==> src/rtl/tilt_complementary_filter_assert.svh <==
// ============================================================================
// Tilt complementary filter assertion macros
// Concurrent checks clocked on clk and disabled while rst_n is low.
// ============================================================================
`ifndef TILT_COMPLEMENTARY_FILTER_ASSERT_SVH
`define TILT_COMPLEMENTARY_FILTER_ASSERT_SVH

// Same-cycle implication
`define TCF_ASSERT_IMP(lbl, ante, cons) \
    lbl: assert property (@(posedge clk) disable iff (!rst_n) (ante) |-> (cons)) \
        else $error("tcf check failed");

// Next-cycle implication
`define TCF_ASSERT_NEXT(lbl, ante, cons) \
    lbl: assert property (@(posedge clk) disable iff (!rst_n) (ante) |=> (cons)) \
        else $error("tcf check failed");

`endif

==> src/rtl/tcf_pkg.sv <==
// ============================================================================
// Tilt complementary filter package
// Word types, fixed-point constants and the CORDIC arctangent table.
// ============================================================================
package tcf_pkg;

    // Field and datapath widths
    localparam int SAMPLE_W  = 16;
    localparam int ANGLE_W   = 16;
    localparam int CORD_W    = 34;   // CORDIC x/y, vector scaled by 2^14
    localparam int Z_W       = 21;   // CORDIC angle, Q.16 radians
    localparam int ACC_SHIFT = 14;
    localparam int ATAN_IDX_W = 5;

    // Fixed-point constants
    localparam logic signed [Z_W-1:0] PI_Q16 = 21'sd205887;
    localparam int INV_K_Q16   = 39797;
    localparam int ANGLE_LIMIT = 25736;
    localparam int ALPHA_ONE   = 65536;

    // Configuration registers
    localparam int CFG_INDEX_W = 1;
    localparam int CFG_DATA_W  = 32;
    localparam int BLEND_W     = 17;
    localparam int GAIN_W      = 32;
    localparam logic [BLEND_W-1:0] BLEND_RESET = 17'd3277;
    localparam logic [GAIN_W-1:0]  GAIN_RESET  = 32'd4687620;

    typedef enum logic [CFG_INDEX_W-1:0] {
        REG_BLEND_WEIGHT = 1'b0,
        REG_GYRO_GAIN    = 1'b1
    } cfg_reg_t;

    typedef struct packed {
        logic signed [SAMPLE_W-1:0] accel_x;
        logic signed [SAMPLE_W-1:0] accel_y;
        logic signed [SAMPLE_W-1:0] accel_z;
        logic signed [SAMPLE_W-1:0] rate_x;
        logic signed [SAMPLE_W-1:0] rate_y;
    } sample_word_t;

    typedef struct packed {
        logic signed [ANGLE_W-1:0] roll_angle;
        logic signed [ANGLE_W-1:0] pitch_angle;
    } angle_word_t;

    // CORDIC status seen by the sequencer
    typedef struct packed {
        logic busy;
        logic done;
    } cordic_stat_t;

    // atan(2^-i) in Q.16 radians, rounded to nearest
    function automatic logic signed [Z_W-1:0] atan_q16(input logic [ATAN_IDX_W-1:0] idx);
        logic signed [Z_W-1:0] val;
        case (idx)
            5'd0:    val = 21'sd51472;
            5'd1:    val = 21'sd30386;
            5'd2:    val = 21'sd16055;
            5'd3:    val = 21'sd8150;
            5'd4:    val = 21'sd4091;
            5'd5:    val = 21'sd2047;
            5'd6:    val = 21'sd1024;
            5'd7:    val = 21'sd512;
            5'd8:    val = 21'sd256;
            5'd9:    val = 21'sd128;
            5'd10:   val = 21'sd64;
            5'd11:   val = 21'sd32;
            5'd12:   val = 21'sd16;
            5'd13:   val = 21'sd8;
            5'd14:   val = 21'sd4;
            5'd15:   val = 21'sd2;
            5'd16:   val = 21'sd1;
            default: val = '0;
        endcase
        return val;
    endfunction

endpackage

==> src/rtl/tcf_cordic.sv <==
// ============================================================================
// Tilt complementary filter CORDIC
// Iterative vectoring CORDIC: atan2(y, x) and gain-scaled magnitude, one
// micro-rotation per cycle.
// ============================================================================
module tcf_cordic #(
    parameter int STEPS = 16
) (
    input  logic                                 clk,
    input  logic                                 rst_n,
    input  logic                                 start,
    input  logic signed [tcf_pkg::CORD_W-1:0]    x_in,
    input  logic signed [tcf_pkg::CORD_W-1:0]    y_in,
    output logic signed [tcf_pkg::Z_W-1:0]       angle,
    output logic signed [tcf_pkg::CORD_W-1:0]    mag,
    output tcf_pkg::cordic_stat_t                stat
);
    localparam int CNT_W = (STEPS > 1) ? $clog2(STEPS) : 1;

    logic                              busy_reg, done_reg;
    logic [CNT_W-1:0]                  cnt_reg;
    logic signed [tcf_pkg::CORD_W-1:0] x_reg, y_reg;
    logic signed [tcf_pkg::Z_W-1:0]    z_reg;
    logic                              zero_reg;
    logic                              last;
    logic signed [tcf_pkg::CORD_W-1:0] dx, dy;
    logic signed [tcf_pkg::Z_W-1:0]    step_angle;

    assign last       = (cnt_reg == CNT_W'(STEPS - 1));
    assign dx         = y_reg >>> cnt_reg;
    assign dy         = x_reg >>> cnt_reg;
    assign step_angle = tcf_pkg::atan_q16(tcf_pkg::ATAN_IDX_W'(cnt_reg));

    // Sequence the iterations
    always_ff @(posedge clk or negedge rst_n)
    begin
        if (!rst_n)
        begin
            busy_reg <= 1'b0;
            done_reg <= 1'b0;
            cnt_reg  <= '0;
        end
        else
        begin
            done_reg <= busy_reg && last;
            if (start)
            begin
                busy_reg <= 1'b1;
                cnt_reg  <= '0;
            end
            else if (busy_reg)
            begin
                if (last)
                    busy_reg <= 1'b0;
                else
                    cnt_reg <= cnt_reg + 1'b1;
            end
        end
    end

    // Pre-rotate into the right half plane, then rotate toward y = 0
    always_ff @(posedge clk)
    begin
        if (start)
        begin
            zero_reg <= (x_in == '0) && (y_in == '0);
            if (x_in < 0)
            begin
                x_reg <= -x_in;
                y_reg <= -y_in;
                z_reg <= (y_in >= 0) ? tcf_pkg::PI_Q16 : -tcf_pkg::PI_Q16;
            end
            else
            begin
                x_reg <= x_in;
                y_reg <= y_in;
                z_reg <= '0;
            end
        end
        else if (busy_reg)
        begin
            if (y_reg >= 0)
            begin
                x_reg <= x_reg + dx;
                y_reg <= y_reg - dy;
                z_reg <= z_reg + step_angle;
            end
            else
            begin
                x_reg <= x_reg - dx;
                y_reg <= y_reg + dy;
                z_reg <= z_reg - step_angle;
            end
        end
    end

    // Zero vector gives angle and magnitude zero
    assign angle     = zero_reg ? '0 : z_reg;
    assign mag       = zero_reg ? '0 : x_reg;
    assign stat.busy = busy_reg;
    assign stat.done = done_reg;

endmodule

==> config.mk <==
export PLATFORM = sky130hd
export DESIGN_NAME = tcf_cordic
export DESIGN_NICKNAME = d
export VERILOG_FILES = /design/src/rtl/tilt_complementary_filter_assert.svh /design/src/rtl/tcf_pkg.sv /design/src/rtl/tcf_cordic.sv
export SDC_FILE = /design/constraint.sdc
export NUM_CORES = 1
export LEC_CHECK = 0
export BUFFER_PORTS_ARGS = -buffer_cell sky130_fd_sc_hd__clkbuf_2
export CORE_MARGIN = 4
export CORE_UTILIZATION = 50
export DETAILED_ROUTE_END_ITERATION = 12
export GPL_TIMING_DRIVEN = 0
export MAX_ROUTING_LAYER = met4
export PLACE_DENSITY = 0.71
export SETUP_SLACK_MARGIN = 0.4
export SYNTH_ARGS = -nofsm -noshare
export SYNTH_HDL_FRONTEND = slang
export SYNTH_SLANG_ARGS = --single-unit
==> constraint.sdc <==
create_clock -name clk -period 5.91 [get_ports clk]
set_clock_uncertainty 0.1 [all_clocks]
set_input_delay 1.182 -clock clk [delete_from_list [all_inputs] [get_ports clk]]
set_output_delay 1.182 -clock clk [all_outputs]
set_load 0.1 [all_outputs]
==> impl_metrics.toml, run 1 <==
[run_status]
outcome = "finished with violations"
violations = "setup timing"

[clock_network]
clock_path_buffers = 2
clk_latency_ns = 0.40
cts_root_buffer = "clkbuf_16"
cts_buffers = 9
cts_tree = "built"
holdBufCountCts = 0
clk_pin_slew_ns = 0.08
htreeDepth = 3
clock_sinks = 96

[sta]
tightest_slew_ns = 1.41
timing.final.ws_setup_ns = -0.312
setup_viol = 17
min_period_over_period_pct = 105
min_period_ns = 6.22
hold_viol = 0
relSlewSlack_pct = 6.03
max_freq_mhz = 161
hold_ws_ns = 0.502
rsz0062_at_grt = "true"
slew_viol_final = 0

[global_route]
gr-total-overflow = 0
grt_pass1_wl_mm = 109
grt_usage_pct = 44.3
antenna_found_initial = 2
grt_pass1_vias = 17200
grt_max_degree = 47

[min_path]
hold_path.class = "primary input to asynchronous set/reset pin"

[setup_path]
cp_cell_sequence = "clkbuf_4 -> buf_4 -> buf_4 -> buf_4 -> mux4_2 -> nor3_1 -> a21o_1 -> a21oi_2 -> or3_4 -> o31ai_2 -> xnor2_2 -> ha_1 -> a21oi_1 -> o21ai_0 -> a211o_1 -> or3_4 -> a21oi_4 -> nor3_4 -> or4_4 -> and3b_2 -> or4_1 -> o221ai_1"
cpPeakStageDelay_ns = 0.47
reg2reg_slack_ns = -0.31
worstSetupEndpointType = "flop"
crit_buf_inv = 4
r2r_start = "cnt_reg[3]"
cp_max_fo = 10
cp_top_family = "simple AND/OR/NAND/NOR gates"
critPathKind = "flop to flop"
critPathMostFrequentCell = "buf_4"
r2r_cells = 22
worst_ep_arrival_time_ns = 6.35
worstPathRequired_ns = 6.04
worst_setup_path_start_kind = "flop"
cpMaxStageDelayCell = "or4_4"
r2r-end = "y_reg[33]"

[floorplanning]
num_rows = 64
core_area_um2 = 30600
io_pins = 128
die_h_um = 184
die_area_um2 = 33900
die_w_um = 184
initial_core_util_pct = 50.7

[yosys]
syn_area_per_cell_um2 = 8.25
async_reset_ff_share_pct = 6.25
syn_inst = 1880
ys_seq_area_share_pct = 18.4
syn-num-nets = 2054
synth_edf_count = 90
yosys_warnings = 0
syn-cell-area_um2 = 15500
synth_seq_cells = 96
synth_ff_type = "edfxtp_1"
synth.distinct_cells = 90

[placement]
portBuffers = 127
gp_congestion = 1.20
dpl.hpwl_mm = 55.8

[layout]
drive_gt1_share_pct = 32.0
fillCellCount = 2517
layout_commonest_cell = "nand2_1"
final_cell_mix = "nand2_1, buf_4, clkbuf_2"
diodes = 0
finalNetCount = 2338
area_delta_synth_final_pct = 29.0

[drt]
detail-route-antenna-nets = 0
wl_mm = 76.5
drt_iter0_markers = 2242
wire_per_inst_um = 29.8
drc = 0
vias = 17900
viasPerCell = 6.99
dr.pass1.iters = 9

[job]
drv_cap = 0
-- worst max-delay path by stage --
stage | to | cells past startpoint | slack, ns | startpoint
2_1_floorplan | y_reg[33] | 24 | 0.31 | cnt_reg[0]
6_report | y_reg[33] | 22 | -0.31 | cnt_reg[3]
5_1_grt | y_reg[33] | 24 | -0.41 | cnt_reg[0]
3_3_place_gp | y_reg[33] | 26 | -1.79 | cnt_reg[2]
3_5_place_dp | y_reg[33] | 26 | -1.81 | cnt_reg[2]
4_1_cts | y_reg[33] | 24 | -0.10 | cnt_reg[0]
-- worst register-to-register path: stages, from the launching register on --
cell and delay [ns]:
dfrtp_1 0.36, clkbuf_4 0.26, buf_4 0.24, buf_4 0.25, buf_4 0.27, mux4_2 0.41
nor3_1 0.17, a21o_1 0.17, a21oi_2 0.06, or3_4 0.46, o31ai_2 0.30, xnor2_2 0.15
ha_1 0.27, a21oi_1 0.17, o21ai_0 0.21, a211o_1 0.39, or3_4 0.35, a21oi_4 0.17
nor3_4 0.07, or4_4 0.47, and3b_2 0.26, or4_1 0.41, o221ai_1 0.08
-- final cells by class --
type | instances | area (um^2) | share of cell area (%)
buffer | 108 | 842 | 4.21
clock buffer | 11 | 233 | 1.16
clock inverter | 5 | 33.8 | 0.169
inverter | 43 | 174 | 0.869
multi-input combinational | 1633 | 13500 | 67.5
sequential | 96 | 2860 | 14.3
tap | 396 | 495 | 2.48
timing repair buffer | 273 | 1870 | 9.36
-- synth_stat cells, types with 44 or more instances --
cell type,instances,area share (%)
ha_1,100,8.1
nor2_1,127,3.1
xor2_1,89,5.0
edfxtp_1,90,17
mux2i_1,59,3.8
a21oi_1,107,3.5
nand2_1,196,4.7
o21ai_0,174,5.6
clkbuf_1,63,1.5
nor2b_1,74,3.0
xnor2_1,111,6.3
mux4_2,57,8.3
mux2_2,44,3.2
-- stage by stage --
step	util, %	instance area, um^2	setup slack, ns	TNS, ns	std cells
2_1_floorplan	-	15700	0.314	0	1880
3_3_place_gp	55.0	16800	-1.79	-48.85	2403
3_5_place_dp	55.1	16800	-1.81	-49.21	2404
4_1_cts	62.4	19100	-0.105	-0.219	2516
5_1_grt	65.4	20000	-0.411	-5.06	2565
6_report	65.4	20000	-0.312	-2.63	2565
-- routing by layer --
layer | up-vias | global-route usage (%) | routed length [um]
met5 | - | - | 0
met3 | 368 | 12.7 | 10400
met4 | 0 | 26.5 | 6050
met1 | 8658 | 54.0 | 27400
li1 | 7616 | - | -
met2 | 1298 | 65.1 | 32600
-- logic make-up (layout without fill, tap and decap cells) --
logic type	count (synthesis)	count (layout)	share of synthesized area, %
and+or+nand+nor	628	628	20.2
adders and majority gates	103	103	8.45
DFF	96	96	18.4
muxes	160	160	15.3
buffers and inverters	151	440	4.03
AOI/OAI and AO/OA	541	541	22.3
xor gates and xnor gates	201	201	11.4
-- repair_timing --
item | in CTS | in global routing
hold endpoints to repair | 0 | 0
setup endpoints to repair | 72 | 48
pin swaps | 89 | 87
cloned | 2 | 0
gates resized for setup | 284 | 141
buffers inserted | 94 | 49
Power of run 1 is not shown: default switching activity piles up to over one toggle a cycle in this logic, so the estimate is an artifact.
==> inputs of run 2 (changes only) <==
- PLACE_DENSITY: 0.71 -> 0.69
- clock period: 5.91 -> 7.05 ns (I/O delays scaled with it)
==> impl_metrics.toml, run 2 (synthesis results as in run 1) <==
[sta]
setup_viol = 0
slew_viol_final = 0
rsz0062_at_grt = "false"
min_period_ns = 6.54
fin_setup_tns_ns = 0
max_freq_mhz = 153
relSlewSlack_pct = 7.23
min_period_over_period_pct = 92.8
hold_viol = 0
tightest_slew_ns = 1.39

[global_route]
grt_pass1_vias = 16000
use_met2_pct = 61.9
antenna_found_initial = 4
use_met3_pct = 10.7
grt_usage_pct = 41.7
busiest_layer = "met2"
grt_pass1_wl_mm = 102
gr-total-overflow = 0
gr-usage-met1_pct = 51.5
grt_max_degree = 49

[min_path]
worstHoldStart = "busy_reg"
hold_path.class = "flop to flop"

[setup_path]
critPathKind = "flop to flop"
worstSetupEndpointType = "flop"
worst_setup_path_start_kind = "flop"
worstPathRequired_ns = 7.17
cp-startpoint = "cnt_reg[0]"
cp_max_fo = 10
worst_ep_arrival_time_ns = 6.66
r2r_start = "cnt_reg[0]"

[clock_network]
cts_tree = "built"
clock_sinks = 96
clock_path_buffers = 2
cts_buffers = 9
cts_root_buffer = "clkbuf_16"
holdBufCountCts = 0
clk_latency_ns = 0.40
clk_pin_slew_ns = 0.08
htreeDepth = 3

[layout]
finalNetCount = 2221
final_cell_mix = "nand2_1, o21ai_0, clkbuf_2"
area_delta_synth_final_pct = 14.5
layout_commonest_cell = "nand2_1"
fillCellCount = 2796
drive_gt1_share_pct = 20.6

[placement]
portBuffers = 127
dpl.hpwl_mm = 54.6
gp_congestion = 1.05

[floorplanning]
die_h_um = 184
initial_core_util_pct = 50.7
io_pins = 128
num_rows = 64
die_area_um2 = 33900
die_w_um = 184
core_area_um2 = 30600

[drt]
drt_iter0_markers = 1866
viasPerCell = 6.83
dr.pass1.iters = 11
vias = 16700
wire_per_inst_um = 28.9
drc = 0
wl_mm = 70.8
detail-route-antenna-nets = 0

[run_status]
outcome = "complete, no violations"

[job]
drv_cap = 0
==> run 2: cell types whose count changed in the layout (fill, tap and decap cells not counted), sizes merged <==
cell      change
clkinv        +3
buf         -120
clkbuf        +3
clkinvlp      -5
inv           +3
bufbuf        -2
bufinv        +1
diode         +1
==> run 2: worst max-delay path, cell delays in order, from the launching register on <==
cell and delay, ns:
dfrtp_2 0.42, buf_6 0.15, buf_12 0.16, buf_12 0.16, buf_8 0.17, mux4_2 0.56
or3_1 0.43, o31ai_4 0.11, a21oi_1 0.16, nor3_2 0.31, nand3_2 0.16, o21ai_1 0.23
xnor2_1 0.26, ha_1 0.33, and2_1 0.18, a221o_1 0.30, a211o_1 0.25, or3_1 0.33
a21oi_2 0.16, nor3_1 0.11, or4_4 0.55, and3b_1 0.20, or4_1 0.50, o221ai_1 0.08
==> run 2: path summary, 6_finish.rpt <==
check	slack (ns)	end	cells past startpoint
worst max-delay path	0.51	y_reg[33]	23
worst min-delay path	0.50	cnt_reg[2]	2
worst max register to register	0.51	y_reg[33]	23
worst min register to register	0.50	cnt_reg[2]	2
max in group asynchronous	5.93	cnt_reg[1]	1
min in group asynchronous	0.74	cnt_reg[3]	1
==> run 2: through the flow <==
step	setup slack [ns]	std cells	utilization (%)	instance area, um^2	hold slack [ns]
2_1_floorplan	0.759	1880	-	15500	0.436
3_3_place_gp	-2.18	2403	54.4	16600	0.482
3_5_place_dp	-2.15	2404	54.5	16700	0.485
4_1_cts	0.357	2434	56.8	17400	0.503
5_1_grt	0.377	2449	58.1	17800	0.543
6_report	0.507	2449	58.1	17800	0.504
==> run 2: timing repair <==
item,CTS,global route
pin swaps,15,15
setup buffers,14,14
resized for setup,96,85
endpoints found under the setup margin,62,24
==> run 2: cell type report <==
| cell class | instances | area (um^2) | area share [%] |
|---|---|---|---|
| Antenna cell | 1 | 2.50 | 0.0141 |
| Buffer | 108 | 688 | 3.87 |
| Clock buffer | 9 | 225 | 1.27 |
| Clock inverter | 7 | 80.1 | 0.451 |
| Inverter | 43 | 161 | 0.908 |
| Multi-Input combinational cell | 1633 | 12400 | 69.7 |
| Sequential cell | 96 | 2860 | 16.1 |
| Tap cell | 396 | 495 | 2.79 |
| Timing Repair Buffer | 156 | 873 | 4.92 |
==> run 2: routing by layer <==
layer / part of all wire, % / vias to the layer above
met5: 0 / -
met4: 6.9 / 0
met3: 12 / 238
met2: 43 / 1047
met1: 38 / 8064
li1: - / 7373
Power of run 2 is left out for the same reason.
